File: src/hw/rtl/elfp_pkg.sv
// ----------------------------------------------------------------------------
// elfp_pkg: relocation patcher shared types
// Relocation kinds, decode table, stage payloads and instruction field packers.
// ----------------------------------------------------------------------------
package elfp_pkg;

  typedef enum logic [5:0] {
    K_NONE          = 6'd0,
    K_B16           = 6'd1,  K_B21           = 6'd2,  K_B26           = 6'd3,
    K_ABS_HI20      = 6'd4,  K_ABS_LO12      = 6'd5,
    K_ABS64_LO20    = 6'd6,  K_ABS64_HI12    = 6'd7,
    K_PCALA_HI20    = 6'd8,  K_PCALA_LO12    = 6'd9,
    K_PCALA64_LO20  = 6'd10, K_PCALA64_HI12  = 6'd11,
    K_GOT_PC_HI20   = 6'd12, K_GOT_PC_LO12   = 6'd13,
    K_GOT64_PC_LO20 = 6'd14, K_GOT64_PC_HI12 = 6'd15,
    K_GOT_HI20      = 6'd16, K_GOT_LO12      = 6'd17,
    K_GOT64_LO20    = 6'd18, K_GOT64_HI12    = 6'd19,
    K_TLE_HI20      = 6'd20, K_TLE_LO12      = 6'd21,
    K_TLE64_LO20    = 6'd22, K_TLE64_HI12    = 6'd23,
    K_TIE_PC_HI20   = 6'd24, K_TIE_PC_LO12   = 6'd25,
    K_TIE64_PC_LO20 = 6'd26, K_TIE64_PC_HI12 = 6'd27,
    K_TIE_HI20      = 6'd28, K_TIE_LO12      = 6'd29,
    K_TIE64_LO20    = 6'd30, K_TIE64_HI12    = 6'd31,
    K_TLD_PC_HI20   = 6'd32, K_TGD_PC_HI20   = 6'd33,
    K_TLD_HI20      = 6'd34, K_TGD_HI20      = 6'd35,
    K_ADD6  = 6'd36, K_ADD8  = 6'd37, K_ADD16 = 6'd38, K_ADD32 = 6'd39, K_ADD64 = 6'd40,
    K_SUB6  = 6'd41, K_SUB8  = 6'd42, K_SUB16 = 6'd43, K_SUB32 = 6'd44, K_SUB64 = 6'd45,
    K_PCREL32 = 6'd46, K_PCREL64 = 6'd47
  } kind_e;

  typedef enum logic [3:0] {
    OP_NONE   = 4'd0,  OP_B16    = 4'd1,  OP_B21    = 4'd2,  OP_B26    = 4'd3,
    OP_HI20   = 4'd4,  OP_LO12   = 4'd5,  OP_LO20   = 4'd6,  OP_HI12   = 4'd7,
    OP_PCHI20 = 4'd8,  OP_PCLO20 = 4'd9,  OP_PCHI12 = 4'd10, OP_ADD6   = 4'd11,
    OP_ADD    = 4'd12, OP_SUB6   = 4'd13, OP_SUB    = 4'd14, OP_PCREL  = 4'd15
  } op_e;

  typedef enum logic [1:0] {
    SRC_SA = 2'd0,
    SRC_GA = 2'd1,
    SRC_TA = 2'd2
  } src_e;

  localparam logic [63:0] PageMask = 64'hFFFF_FFFF_FFFF_F000;
  localparam logic [63:0] PageHalf = 64'h800;

  typedef struct packed {
    op_e        op;
    src_e       src;
    logic [3:0] bytes;
  } desc_t;

  typedef struct packed {
    logic [5:0]  kind;
    logic [63:0] old_word;
    logic [63:0] sym;
    logic [63:0] addend;
    logic [63:0] place;
    logic [63:0] slot;
    logic [63:0] thunk;
  } req_t;

  // operand stage out: target value known
  typedef struct packed {
    op_e         op;
    logic [3:0]  bytes;
    logic [63:0] v;
    logic [63:0] tx;
    logic [63:0] place;
    logic [63:0] old_word;
  } opnd_t;

  // offset stage out: differences, checks, data sums
  typedef struct packed {
    op_e         op;
    logic [3:0]  bytes;
    logic [63:0] v;
    logic [63:0] x;
    logic [63:0] boff;
    logic [63:0] pchi;
    logic [63:0] sum;
    logic [63:0] dif;
    logic [63:0] old_word;
    logic        rerr;
    logic        aerr;
  } offs_t;

  typedef struct packed {
    logic [63:0] new_word;
    logic [3:0]  write_bytes;
    logic        range_error;
    logic        align_error;
  } res_t;

  function automatic desc_t kind_desc(logic [5:0] kind);
    desc_t d;
    d = '{OP_NONE, SRC_SA, 4'd0};
    case (kind_e'(kind))
      K_B16:           d = '{OP_B16,    SRC_SA, 4'd4};
      K_B21:           d = '{OP_B21,    SRC_SA, 4'd4};
      K_B26:           d = '{OP_B26,    SRC_SA, 4'd4};
      K_ABS_HI20:      d = '{OP_HI20,   SRC_SA, 4'd4};
      K_ABS_LO12:      d = '{OP_LO12,   SRC_SA, 4'd4};
      K_ABS64_LO20:    d = '{OP_LO20,   SRC_SA, 4'd4};
      K_ABS64_HI12:    d = '{OP_HI12,   SRC_SA, 4'd4};
      K_PCALA_HI20:    d = '{OP_PCHI20, SRC_SA, 4'd4};
      K_PCALA_LO12:    d = '{OP_LO12,   SRC_SA, 4'd4};
      K_PCALA64_LO20:  d = '{OP_PCLO20, SRC_SA, 4'd4};
      K_PCALA64_HI12:  d = '{OP_PCHI12, SRC_SA, 4'd4};
      K_GOT_PC_HI20, K_TIE_PC_HI20, K_TLD_PC_HI20, K_TGD_PC_HI20:
                       d = '{OP_PCHI20, SRC_GA, 4'd4};
      K_GOT_PC_LO12, K_TIE_PC_LO12, K_GOT_LO12, K_TIE_LO12:
                       d = '{OP_LO12,   SRC_GA, 4'd4};
      K_GOT64_PC_LO20, K_TIE64_PC_LO20:
                       d = '{OP_PCLO20, SRC_GA, 4'd4};
      K_GOT64_PC_HI12, K_TIE64_PC_HI12:
                       d = '{OP_PCHI12, SRC_GA, 4'd4};
      K_GOT_HI20, K_TIE_HI20, K_TLD_HI20, K_TGD_HI20:
                       d = '{OP_HI20,   SRC_GA, 4'd4};
      K_GOT64_LO20, K_TIE64_LO20:
                       d = '{OP_LO20,   SRC_GA, 4'd4};
      K_GOT64_HI12, K_TIE64_HI12:
                       d = '{OP_HI12,   SRC_GA, 4'd4};
      K_TLE_HI20:      d = '{OP_HI20,   SRC_TA, 4'd4};
      K_TLE_LO12:      d = '{OP_LO12,   SRC_TA, 4'd4};
      K_TLE64_LO20:    d = '{OP_LO20,   SRC_TA, 4'd4};
      K_TLE64_HI12:    d = '{OP_HI12,   SRC_TA, 4'd4};
      K_ADD6:          d = '{OP_ADD6,   SRC_SA, 4'd1};
      K_ADD8:          d = '{OP_ADD,    SRC_SA, 4'd1};
      K_ADD16:         d = '{OP_ADD,    SRC_SA, 4'd2};
      K_ADD32:         d = '{OP_ADD,    SRC_SA, 4'd4};
      K_ADD64:         d = '{OP_ADD,    SRC_SA, 4'd8};
      K_SUB6:          d = '{OP_SUB6,   SRC_SA, 4'd1};
      K_SUB8:          d = '{OP_SUB,    SRC_SA, 4'd1};
      K_SUB16:         d = '{OP_SUB,    SRC_SA, 4'd2};
      K_SUB32:         d = '{OP_SUB,    SRC_SA, 4'd4};
      K_SUB64:         d = '{OP_SUB,    SRC_SA, 4'd8};
      K_PCREL32:       d = '{OP_PCREL,  SRC_SA, 4'd4};
      K_PCREL64:       d = '{OP_PCREL,  SRC_SA, 4'd8};
      default:         d = '{OP_NONE,   SRC_SA, 4'd0};
    endcase
    return d;
  endfunction

  function automatic logic [31:0] put_j20(logic [31:0] w, logic [19:0] f);
    return (w & 32'hFE00_001F) | {7'd0, f, 5'd0};
  endfunction

  function automatic logic [31:0] put_k12(logic [31:0] w, logic [11:0] f);
    return (w & 32'hFFC0_03FF) | {10'd0, f, 10'd0};
  endfunction

  function automatic logic [31:0] put_k16(logic [31:0] w, logic [15:0] f);
    return (w & 32'hFC00_03FF) | {6'd0, f, 10'd0};
  endfunction

  function automatic logic [31:0] put_d5k16(logic [31:0] w, logic [20:0] f);
    return (w & 32'hFC00_03E0) | {6'd0, f[15:0], 5'd0, f[20:16]};
  endfunction

  function automatic logic [31:0] put_d10k16(logic [31:0] w, logic [25:0] f);
    return (w & 32'hFC00_0000) | {6'd0, f[15:0], f[25:16]};
  endfunction

  function automatic logic [63:0] byte_mask(logic [3:0] bytes);
    logic [63:0] m;
    case (bytes)
      4'd1:    m = 64'h0000_0000_0000_00FF;
      4'd2:    m = 64'h0000_0000_0000_FFFF;
      4'd4:    m = 64'h0000_0000_FFFF_FFFF;
      4'd8:    m = 64'hFFFF_FFFF_FFFF_FFFF;
      default: m = 64'h0;
    endcase
    return m;
  endfunction

endpackage

File: src/hw/rtl/elfp_front.sv
// ----------------------------------------------------------------------------
// elfp_front: decode and operand stages
// Stage 1 decodes the kind and picks the base; stage 2 adds the addend.
// ----------------------------------------------------------------------------
module elfp_front import elfp_pkg::*; (
  input  logic        clk_i,
  input  logic        rst_ni,
  input  logic        in_valid_i,
  input  req_t        in_i,
  input  logic [63:0] tp_i,
  output logic        out_valid_o,
  output opnd_t       out_o
);

  typedef struct packed {
    op_e         op;
    logic [3:0]  bytes;
    logic [63:0] base;
    logic [63:0] addend;
    logic [63:0] place;
    logic [63:0] old_word;
    logic [63:0] thunk;
  } dec_t;

  desc_t desc;
  dec_t  dec_d, dec_q;
  opnd_t opnd_d, opnd_q;
  logic  dec_vld_q, opnd_vld_q;

  always_comb begin
    desc = kind_desc(in_i.kind);
    dec_d.op       = desc.op;
    dec_d.bytes    = desc.bytes;
    case (desc.src)
      SRC_GA:  dec_d.base = in_i.slot;
      SRC_TA:  dec_d.base = in_i.sym - tp_i;   // local-exec: S - tp, A added next
      default: dec_d.base = in_i.sym;
    endcase
    dec_d.addend   = in_i.addend;
    dec_d.place    = in_i.place;
    dec_d.old_word = in_i.old_word;
    dec_d.thunk    = in_i.thunk;
  end

  always_comb begin
    opnd_d.op       = dec_q.op;
    opnd_d.bytes    = dec_q.bytes;
    opnd_d.v        = dec_q.base + dec_q.addend;
    opnd_d.tx       = dec_q.thunk + dec_q.addend;
    opnd_d.place    = dec_q.place;
    opnd_d.old_word = dec_q.old_word;
  end

  always_ff @(posedge clk_i or negedge rst_ni) begin
    if (!rst_ni) begin
      dec_vld_q  <= 1'b0;
      opnd_vld_q <= 1'b0;
    end else begin
      dec_vld_q  <= in_valid_i;
      opnd_vld_q <= dec_vld_q;
    end
  end

  always_ff @(posedge clk_i) begin
    if (in_valid_i) begin
      dec_q <= dec_d;
    end
    if (dec_vld_q) begin
      opnd_q <= opnd_d;
    end
  end

  assign out_valid_o = opnd_vld_q;
  assign out_o       = opnd_q;

endmodule

File: src/hw/rtl/elfp_offset.sv
// ----------------------------------------------------------------------------
// elfp_offset: PC-relative offset stages
// Stage 3 forms the raw differences; stage 4 the page delta, branch checks
// and the data add/subtract sums.
// ----------------------------------------------------------------------------
module elfp_offset import elfp_pkg::*; (
  input  logic  clk_i,
  input  logic  rst_ni,
  input  logic  in_valid_i,
  input  opnd_t in_i,
  output logic  out_valid_o,
  output offs_t out_o
);

  typedef struct packed {
    op_e         op;
    logic [3:0]  bytes;
    logic [63:0] v;
    logic [63:0] x;
    logic [63:0] tdiff;
    logic [63:0] vpage;
    logic [63:0] ppage;
    logic [63:0] old_word;
  } diff_t;

  diff_t diff_d, diff_q;
  offs_t offs_d, offs_q;
  logic  diff_vld_q, offs_vld_q;
  logic  fit17, fit22, fit27;

  always_comb begin
    diff_d.op       = in_i.op;
    diff_d.bytes    = in_i.bytes;
    diff_d.v        = in_i.v;
    diff_d.x        = in_i.v - in_i.place;
    diff_d.tdiff    = in_i.tx - in_i.place;
    diff_d.vpage    = (in_i.v + PageHalf) & PageMask;
    diff_d.ppage    = in_i.place & PageMask;
    diff_d.old_word = in_i.old_word;
  end

  // signed fit: all bits from n up equal the sign
  assign fit17 = (&diff_q.x[63:17]) | ~(|diff_q.x[63:17]);
  assign fit22 = (&diff_q.x[63:22]) | ~(|diff_q.x[63:22]);
  assign fit27 = (&diff_q.x[63:27]) | ~(|diff_q.x[63:27]);

  always_comb begin
    offs_d.op       = diff_q.op;
    offs_d.bytes    = diff_q.bytes;
    offs_d.v        = diff_q.v;
    offs_d.x        = diff_q.x;
    offs_d.boff     = fit27 ? diff_q.x : diff_q.tdiff;  // far B26 goes via thunk
    offs_d.pchi     = diff_q.vpage - diff_q.ppage;
    offs_d.sum      = diff_q.old_word + diff_q.v;
    offs_d.dif      = diff_q.old_word - diff_q.v;
    offs_d.old_word = diff_q.old_word;
    offs_d.aerr     = ((diff_q.op == OP_B16) || (diff_q.op == OP_B21)) &&
                      (diff_q.x[1:0] != 2'b00);
    offs_d.rerr     = ((diff_q.op == OP_B16) && !fit17) ||
                      ((diff_q.op == OP_B21) && !fit22);
  end

  always_ff @(posedge clk_i or negedge rst_ni) begin
    if (!rst_ni) begin
      diff_vld_q <= 1'b0;
      offs_vld_q <= 1'b0;
    end else begin
      diff_vld_q <= in_valid_i;
      offs_vld_q <= diff_vld_q;
    end
  end

  always_ff @(posedge clk_i) begin
    if (in_valid_i) begin
      diff_q <= diff_d;
    end
    if (diff_vld_q) begin
      offs_q <= offs_d;
    end
  end

  assign out_valid_o = offs_vld_q;
  assign out_o       = offs_q;

endmodule

File: src/hw/rtl/elfp_pack.sv
// ----------------------------------------------------------------------------
// elfp_pack: field insertion and result register
// Hi64 compensation, instruction field packing, data merges, final flags.
// ----------------------------------------------------------------------------
module elfp_pack import elfp_pkg::*; (
  input  logic  clk_i,
  input  logic  rst_ni,
  input  logic  in_valid_i,
  input  offs_t in_i,
  output logic  out_valid_o,
  output res_t  out_o
);

  res_t        res_d, res_q;
  logic        res_vld_q;
  logic [31:0] hi32;
  logic [31:0] w;
  logic [63:0] mask;
  logic        lo_neg, mid_neg, pc_fit;

  assign lo_neg  = in_i.v[11];
  assign mid_neg = in_i.pchi[31];
  assign pc_fit  = (&in_i.pchi[63:31]) | ~(|in_i.pchi[63:31]);
  assign mask    = byte_mask(in_i.bytes);

  // upper half of the page delta, corrected for the sign of lo12 and hi20
  always_comb begin
    if (lo_neg && !mid_neg) begin
      hi32 = in_i.pchi[63:32] - 32'd1;
    end else if (!lo_neg && mid_neg) begin
      hi32 = in_i.pchi[63:32] + 32'd1;
    end else begin
      hi32 = in_i.pchi[63:32];
    end
  end

  always_comb begin
    w = in_i.old_word[31:0];
    case (in_i.op)
      OP_B16:    w = put_k16(in_i.old_word[31:0], in_i.x[17:2]);
      OP_B21:    w = put_d5k16(in_i.old_word[31:0], in_i.x[22:2]);
      OP_B26:    w = put_d10k16(in_i.old_word[31:0], in_i.boff[27:2]);
      OP_HI20:   w = put_j20(in_i.old_word[31:0], in_i.v[31:12]);
      OP_LO12:   w = put_k12(in_i.old_word[31:0], in_i.v[11:0]);
      OP_LO20:   w = put_j20(in_i.old_word[31:0], in_i.v[51:32]);
      OP_HI12:   w = put_k12(in_i.old_word[31:0], in_i.v[63:52]);
      OP_PCHI20: w = put_j20(in_i.old_word[31:0], in_i.pchi[31:12]);
      OP_PCLO20: w = put_j20(in_i.old_word[31:0], hi32[19:0]);
      OP_PCHI12: w = put_k12(in_i.old_word[31:0], hi32[31:20]);
      default:   w = in_i.old_word[31:0];
    endcase
  end

  always_comb begin
    res_d.write_bytes = in_i.bytes;
    res_d.align_error = in_i.aerr;
    res_d.range_error = in_i.rerr || ((in_i.op == OP_PCHI20) && !pc_fit);
    case (in_i.op)
      OP_B16, OP_B21, OP_B26, OP_HI20, OP_LO12, OP_LO20, OP_HI12,
      OP_PCHI20, OP_PCLO20, OP_PCHI12:
        res_d.new_word = {in_i.old_word[63:32], w};
      OP_ADD6:  res_d.new_word = {in_i.old_word[63:6], in_i.sum[5:0]};
      OP_SUB6:  res_d.new_word = {in_i.old_word[63:6], in_i.dif[5:0]};
      OP_ADD:   res_d.new_word = (in_i.old_word & ~mask) | (in_i.sum & mask);
      OP_SUB:   res_d.new_word = (in_i.old_word & ~mask) | (in_i.dif & mask);
      OP_PCREL: res_d.new_word = (in_i.old_word & ~mask) | (in_i.x & mask);
      default:  res_d.new_word = in_i.old_word;
    endcase
  end

  always_ff @(posedge clk_i or negedge rst_ni) begin
    if (!rst_ni) begin
      res_vld_q <= 1'b0;
    end else begin
      res_vld_q <= in_valid_i;
    end
  end

  always_ff @(posedge clk_i) begin
    if (in_valid_i) begin
      res_q <= res_d;
    end
  end

  assign out_valid_o = res_vld_q;
  assign out_o       = res_q;

endmodule

File: src/hw/rtl/elf_reloc_field_patcher.sv
// ----------------------------------------------------------------------------
// elf_reloc_field_patcher: relocation apply pipeline
// Patches one relocation per cycle into the location word, with flags.
// ----------------------------------------------------------------------------
// One relocation is taken every cycle: busy is never raised, so start may be
// held high back to back. Each result appears on done_o in order, for one
// cycle only, after passing through the five-stage pipeline (decode,
// addend, differences, page delta and checks, field pack). The receiver
// cannot stall, so results must be taken as they appear. thread_pointer is
// written over the cfg channel, which is always ready; write it only while
// no relocation is in flight.
module elf_reloc_field_patcher import elfp_pkg::*; (
  input  logic               clk_i,
  input  logic               rst_ni,
  input  logic               start,
  output logic               busy,
  input  logic [5:0]         req_type_i,
  input  logic [63:0]        old_word_i,
  input  logic [63:0]        sym_addr_i,
  input  logic signed [63:0] addend_i,
  input  logic [63:0]        place_i,
  input  logic [63:0]        slot_addr_i,
  input  logic [63:0]        thunk_addr_i,
  output logic               done_o,
  output logic [63:0]        new_word_o,
  output logic [3:0]         write_bytes_o,
  output logic               range_error_o,
  output logic               align_error_o,
  input  logic               cfg_valid_i,
  output logic               cfg_ready_o,
  input  logic [63:0]        cfg_data_i
);

  logic [63:0] thread_pointer_q;
  req_t        req;
  logic        accept;
  logic        opnd_vld, offs_vld, res_vld;
  opnd_t       opnd;
  offs_t       offs;
  res_t        res;

  assign busy        = 1'b0;
  assign cfg_ready_o = 1'b1;
  assign accept      = start && !busy;

  always_ff @(posedge clk_i or negedge rst_ni) begin
    if (!rst_ni) begin
      thread_pointer_q <= 64'd0;
    end else if (cfg_valid_i && cfg_ready_o) begin
      thread_pointer_q <= cfg_data_i;
    end
  end

  assign req = '{kind:     req_type_i,
                 old_word: old_word_i,
                 sym:      sym_addr_i,
                 addend:   $unsigned(addend_i),
                 place:    place_i,
                 slot:     slot_addr_i,
                 thunk:    thunk_addr_i};

  elfp_front u_front (
    .clk_i       (clk_i),
    .rst_ni      (rst_ni),
    .in_valid_i  (accept),
    .in_i        (req),
    .tp_i        (thread_pointer_q),
    .out_valid_o (opnd_vld),
    .out_o       (opnd)
  );

  elfp_offset u_offset (
    .clk_i       (clk_i),
    .rst_ni      (rst_ni),
    .in_valid_i  (opnd_vld),
    .in_i        (opnd),
    .out_valid_o (offs_vld),
    .out_o       (offs)
  );

  elfp_pack u_pack (
    .clk_i       (clk_i),
    .rst_ni      (rst_ni),
    .in_valid_i  (offs_vld),
    .in_i        (offs),
    .out_valid_o (res_vld),
    .out_o       (res)
  );

  assign done_o        = res_vld;
  assign new_word_o    = res.new_word;
  assign write_bytes_o = res.write_bytes;
  assign range_error_o = res.range_error;
  assign align_error_o = res.align_error;

  // every result beat traces back to a matching start beat
  a_done_has_start: assert property (@(posedge clk_i) disable iff (!rst_ni)
    done_o |-> $past(start && !busy, 5))
    else $error("result beat without a matching start beat");

  a_start_gives_done: assert property (@(posedge clk_i) disable iff (!rst_ni)
    (start && !busy) |-> ##5 done_o)
    else $error("start beat lost in the pipeline");

  // no-op kinds leave the word untouched and raise nothing
  a_noop_passthru: assert property (@(posedge clk_i) disable iff (!rst_ni)
    (done_o && (write_bytes_o == 4'd0)) |->
      (!range_error_o && !align_error_o && (new_word_o == $past(old_word_i, 5))))
    else $error("no-op relocation changed the word or flagged");

  a_align_is_insn: assert property (@(posedge clk_i) disable iff (!rst_ni)
    (done_o && (align_error_o || range_error_o)) |-> (write_bytes_o == 4'd4))
    else $error("error flag on a non-instruction relocation");

endmodule
File: config.mk
export PLATFORM = sky130hd
export DESIGN_NAME = elf_reloc_field_patcher
export DESIGN_NICKNAME = d
export VERILOG_FILES = /design/src/hw/rtl/elfp_pkg.sv /design/src/hw/rtl/elfp_front.sv /design/src/hw/rtl/elfp_offset.sv /design/src/hw/rtl/elfp_pack.sv /design/src/hw/rtl/elf_reloc_field_patcher.sv
export SDC_FILE = /design/constraint.sdc
export NUM_CORES = 2
export LEC_CHECK = 0
export BUFFER_PORTS_ARGS = -buffer_cell sky130_fd_sc_hd__buf_2
export CORE_MARGIN = 1
export CORE_UTILIZATION = 50
export DETAILED_ROUTE_END_ITERATION = 8
export PLACE_DENSITY = 0.7
export SYNTH_ARGS = -nofsm -noshare
export SYNTH_HDL_FRONTEND = slang
export SYNTH_HIERARCHICAL = 1
export SYNTH_SLANG_ARGS = --single-unit
export TNS_END_PERCENT = 20
File: constraint.sdc
create_clock -name clk_i -period 10.6 [get_ports clk_i]
set_input_delay 1.59 -clock clk_i [delete_from_list [all_inputs] [get_ports clk_i]]
set_output_delay 1.59 -clock clk_i [all_outputs]
set_load 0.05 [all_outputs]
# After elaboration in Yosys (flattened, before gate mapping)

Memories as Yosys holds them, arrays and structs flattened.
Index checks and enable logic that the tools add are counted.

Output and inout bits: 73
Input bits: 458
Word-level logic and storage cells: 134
Memories kept: 1
Bits in registers: 1,413
Bits in read-only memories: 640

Memory list:

| memory           | depth | width | rd ports | clocked after memory_dff | write ports | line           | RTL |
|---|---|---|---|---|---|---|---|
| (name not given) | 64    | 10    | 1        | 0                        | 0           | elfp_pkg.sv:98 | `case (kind_e'(kind))` |

Reductions and logical operators: 24
$add $sub $neg: 11
Muxes and demuxes: 7
Bitwise logic cells: 26
Equal/unequal tests: 23

Operator list:

| operator                 | count |
|---|---|
| $pmux W64 S6             | 1 |
| $pmux W32 S10            | 1 |
| $and A64 B64 Y64         | 4 |
| $pmux W64 S4             | 1 |
| $sub A64 B64 Y64         | 4 |
| $or A64 B64 Y64          | 3 |
| $add A64 B64 Y64         | 2 |
| $or A32 B25 Y32          | 4 |
| $pmux W64 S2             | 1 |
| $or A32 B22 Y32          | 3 |
| $or A32 B26 Y32          | 3 |
| $add A64 B12 Y64 const B | 1 |
| $mux W32                 | 2 |
| $not A64 Y64             | 1 |
| $reduce_and A47 Y1       | 1 |
| $reduce_or A47 Y1        | 1 |
| $reduce_and A42 Y1       | 1 |
| $reduce_or A42 Y1        | 1 |
| $reduce_and A37 Y1       | 1 |
| $reduce_or A37 Y1        | 1 |
| $eq A4 B4 Y1 const B     | 9 |
| $reduce_and A33 Y1       | 1 |
| $reduce_or A33 Y1        | 1 |
| $add A32 B1 Y32 const B  | 1 |
| 16 further kinds         | 42 |

# Longest topological paths before layout

Depth after elaboration: 7
Mapped depth: 14
Gate-level depth less buffers: 14

# Hierarchy

Netlist, hierarchy kept.

By module, submodules not included:

| module                  | times used | area an instance (um2) | sequential area each (um2) | cells an instance |
|---|---|---|---|---|
| elfp_offset             | 1          | 45,238.4               | 24,463.5                   | 4,037 |
| elfp_front              | 1          | 30,749.5               | 17,827.1                   | 2,586 |
| elfp_pack               | 1          | 6,804.0                | 2,127.0                    | 793 |
| elf_reloc_field_patcher | 1          | 2,701.3                | 1,601.5                    | 139 |

# Worst setup path before layout

OpenSTA, ideal clock, no wires.

Path type: register -> register
Start: reg u_offset.diff_vld_q
End: reg u_offset.offs_vld_q (netlist: u_offset/out_valid_o)
Path buffers: 0
Data required time: 9.500 ns
Arrival: 9.330 ns
Path slack: 0.170 ns
Cell stages (with the launch flop): 1
Library setup time: 1.100 ns
Clock period less this slack: 10.430 ns
Cell sequence: dfrtp_1

RTL lines:

| element                | line              | RTL |
|---|---|---|
| from (decl)            | elfp_offset.sv:28 | `logic diff_vld_q, offs_vld_q;` |
| from (signal assigned) | elfp_offset.sv:68 | `diff_vld_q <= in_valid_i;` |
| to (signal assigned)   | elfp_offset.sv:69 | `offs_vld_q <= diff_vld_q;` |
| to (decl)              | elfp_offset.sv:28 |  |

No word-level cell between the ends.

==> impl_metrics.env <==
export IMPL_totalWireLength_um=231000
export IMPL_number_of_remaining_drc_errors=0
export IMPL_timing_critical_path_slowest_cell_delay_ps=840
export IMPL_die_area_um2=154000
export IMPL_timing_hold_worst_start="u_front/dec_q[168]$_DFFE_PP_"
export IMPL_clock_skew_final_ps=24.8
export IMPL_clk_root_buffer_cell="clkbuf_16"
export IMPL_fmax_ghz=0.197
export IMPL_path_clk_slew_ps=60
export IMPL_initial_utilization=0.506
export IMPL_drt_vias_per_instance=6.04
export IMPL_placement_io_buffers=492
export IMPL_cts_htree_levels=4
export IMPL_grt_antenna_before_repair=45
export IMPL_detailedRoute_firstIterationViolations=5485
export IMPL_height_of_the_die_um=392
export IMPL_grt_start_max_net_pins=164
export IMPL_grt_setup_unrepaired="no"
export IMPL_tightest_slew_ps=1230
export IMPL_netSwitchingFraction=0.316
export IMPL_drtPass1Iterations=7
export IMPL_finalInstanceArea_um2=85300
export IMPL_place_congestion=0.983
export IMPL_detailroute_via_count=55400
export IMPL_core_area_um2=150000
export IMPL_clkLatencyLatePin_ps=770
export IMPL_grt_pass1_wl_um=336000
export IMPL_timing_critical_path_from_type="flip-flop"
export IMPL_cts_sinks=1396
export IMPL_cp_cell_sequence="inv_1 -> ha_1 -> nand4_1 -> nor4_1 -> buf_4 -> nand4_1 -> a31oi_1 -> nor3_1 -> nor3_1 -> nand3_1 -> o21ai_0 -> xor2_1"
export IMPL_power_net_switching_mw=5.46
export IMPL_cts_made_buffers=152
export IMPL_cp_data_arrival_time_ps=5570
export IMPL_antenna_left=0
export IMPL_timing_setup_critical_path_class="reg2reg"
export IMPL_detail_route_wl_per_cell_um=25.2
export IMPL_pwr_share_seq=0.449
export IMPL_cts_tree="built"
export IMPL_num_fill_cells=12800
export IMPL_detailed_place_area_um2=80100
export IMPL_gr_usage_all_layers=0.295
export IMPL_longest_clk_path_bufs=3
export IMPL_report_final_setup_viol=0
export IMPL_timing_final_max_slew_violations=0
export IMPL_power_ir_vdd_worst_mv=0.194
export IMPL_worstHoldPathType="reg2reg"
export IMPL_holdBufCountCts=0
export IMPL_die_width_um=392
export IMPL_ys_warnings_count=6
export IMPL_syn_avg_cell_area_um2=11.5
export IMPL_drive_gt1_frac=0.134
export IMPL_worst_slew_margin_relative_to_its_limit=0.171
export IMPL_power_clock_fraction=0.315
export IMPL_timing_critical_path_fanout_max=17
export IMPL_gate_count_after_technology_mapping=6621
export IMPL_status="finished clean"
export IMPL_power_static_leakage_nw=33.5
export IMPL_syn_area_um2=76000
export IMPL_area_growth_pct=12.2
export IMPL_post_route_minimum_period_ps=5060
export IMPL_globalRouteOverflowTotal=0
export IMPL_number_of_post_cts_setup_repair_buffers=0
export IMPL_postSynthNetCount=7519
export IMPL_comb_power_share=0.236
export IMPL_internal_power_mw=11.8
export IMPL_sequential_cell_area_um2=41600
export IMPL_critPathLaunch="u_offset/diff_q[360]$_DFFE_PP_"
export IMPL_worst_hold_slack_ps=413
export IMPL_dp_final_hpwl_um=179000
export IMPL_num_rows=142
export IMPL_floorplan_io_pins=531
export IMPL_number_of_global_route_vias_before_repair=53400
export IMPL_finalHoldViolCount=0
export IMPL_post_cts_resize_count=0
export IMPL_max_cap_violations=0
export IMPL_setup_tns_ps=0
export IMPL_period_share=0.478
export IMPL_powerDensity_nw_per_um2=203
export IMPL_cp_slowest_cell="a31oi_1"
export IMPL_r2r_start="u_offset/diff_q[360]$_DFFE_PP_"
export IMPL_layout_nets=7910
export IMPL_end_kind="flip-flop"
export IMPL_cp_data_required_time_ps=11100
export IMPL_multiInputGateArea_um2=31500
==> layer usage <==
metal | share of wire | global-route usage | up-vias
met2 | 0.44 | 0.455 | 2343
li1 | - | - | 25700
met4 | 0.045 | 0.124 | 60
met1 | 0.44 | 0.409 | 26700
met5 | 0.0015 | 0 | -
met3 | 0.077 | 0.0523 | 477
==> power groups by stage <==
stage / sequential [mW] / combinational (mW) / clock, mW
6_report: 7.76 / 4.08 / 5.46
5_1_grt: 7.82 / 4.43 / 5.77
4_1_cts: 7.74 / 4.01 / 5.57
3_5_place_dp: 7.85 / 3.98 / 0
3_3_place_gp: 7.83 / 3.95 / 0
2_1_floorplan: 7.56 / 2.81 / 0
==> per-stage QoR <==
step / util / setup slack, ps / std cells / power, mW
5_1_grt: 0.567 / 5590 / 9160 / 18.0
3_5_place_dp: 0.533 / 5330 / 8874 / 11.8
4_1_cts: 0.567 / 5790 / 9156 / 17.3
2_1_floorplan: - / 1020 / 6621 / 10.4
6_report: 0.568 / 5540 / 9169 / 17.3
3_3_place_gp: 0.533 / 5350 / 8874 / 11.8
==> critical path, delay by kind of cell, from the launching register on <==
kind | cells | cell delay [ps]
compound gates | 2 | 1250
xor+xnor | 1 | 120
fa+ha+maj | 1 | 700
buf+inv | 2 | 310
flops | 1 | 510
simple gates | 6 | 1880
==> cell usage in the layout, fill, tap and decap left out, drive strengths merged, types with 60 or more instances in the layout <==
cell and instances:
a21o 189, edfxtp 1327, ha 432, nor2b 66, a21oi 583, o21a 63
o21ai 350, nand3 130, buf 531, inv 465, xnor2 321, nor3 97
xor2 150, nor2 355, clkbuf 176, dfrtp 69, a22oi 65, a221oi 66
nand2 454, nand2b 60, mux2 101, nand4 125, o21bai 106
==> flip-flops by register name, summed over array words and instances (netlist names) <==
| name | count |
|---|---|
| u_front/dec_q | 292 |
| u_front/out_valid_o | 1 |
| u_front/dec_vld_q | 1 |
| u_pack/out_valid_o | 1 |
| u_offset/diff_q | 330 |
| u_offset/out_valid_o | 1 |
| u_offset/out_o | 407 |
| u_pack/out_o | 70 |
| u_offset/diff_vld_q | 1 |
| u_front/out_o | 228 |
| thread_pointer_q | 64 |
==> worst paths after layout <==
kind,slack [ps],depth (start not counted),end
max,5540,12,u_offset/out_o[129]$_DFFE_PP_
min,410,0,u_front/out_o[104]$_DFFE_PP_
max reg2reg,5540,12,u_offset/out_o[129]$_DFFE_PP_
min reg2reg,410,0,u_front/out_o[104]$_DFFE_PP_
max in group asynchronous,8660,2,u_offset/diff_vld_q$_DFF_PN0_
min in group asynchronous,750,1,thread_pointer_q[14]$_DFFE_PN0P_
==> cell type report <==
type / count / area share
clock inverters: 106 / 0.0144
diodes: 13 / 0.000381
multi-input cells: 4482 / 0.369
inverters: 449 / 0.0198
flip-flops and latches: 1396 / 0.488
well taps: 2016 / 0.0296
clock buffers: 176 / 0.0465
repair buffers: 531 / 0.0328
Power figures use the tool's default switching activity.
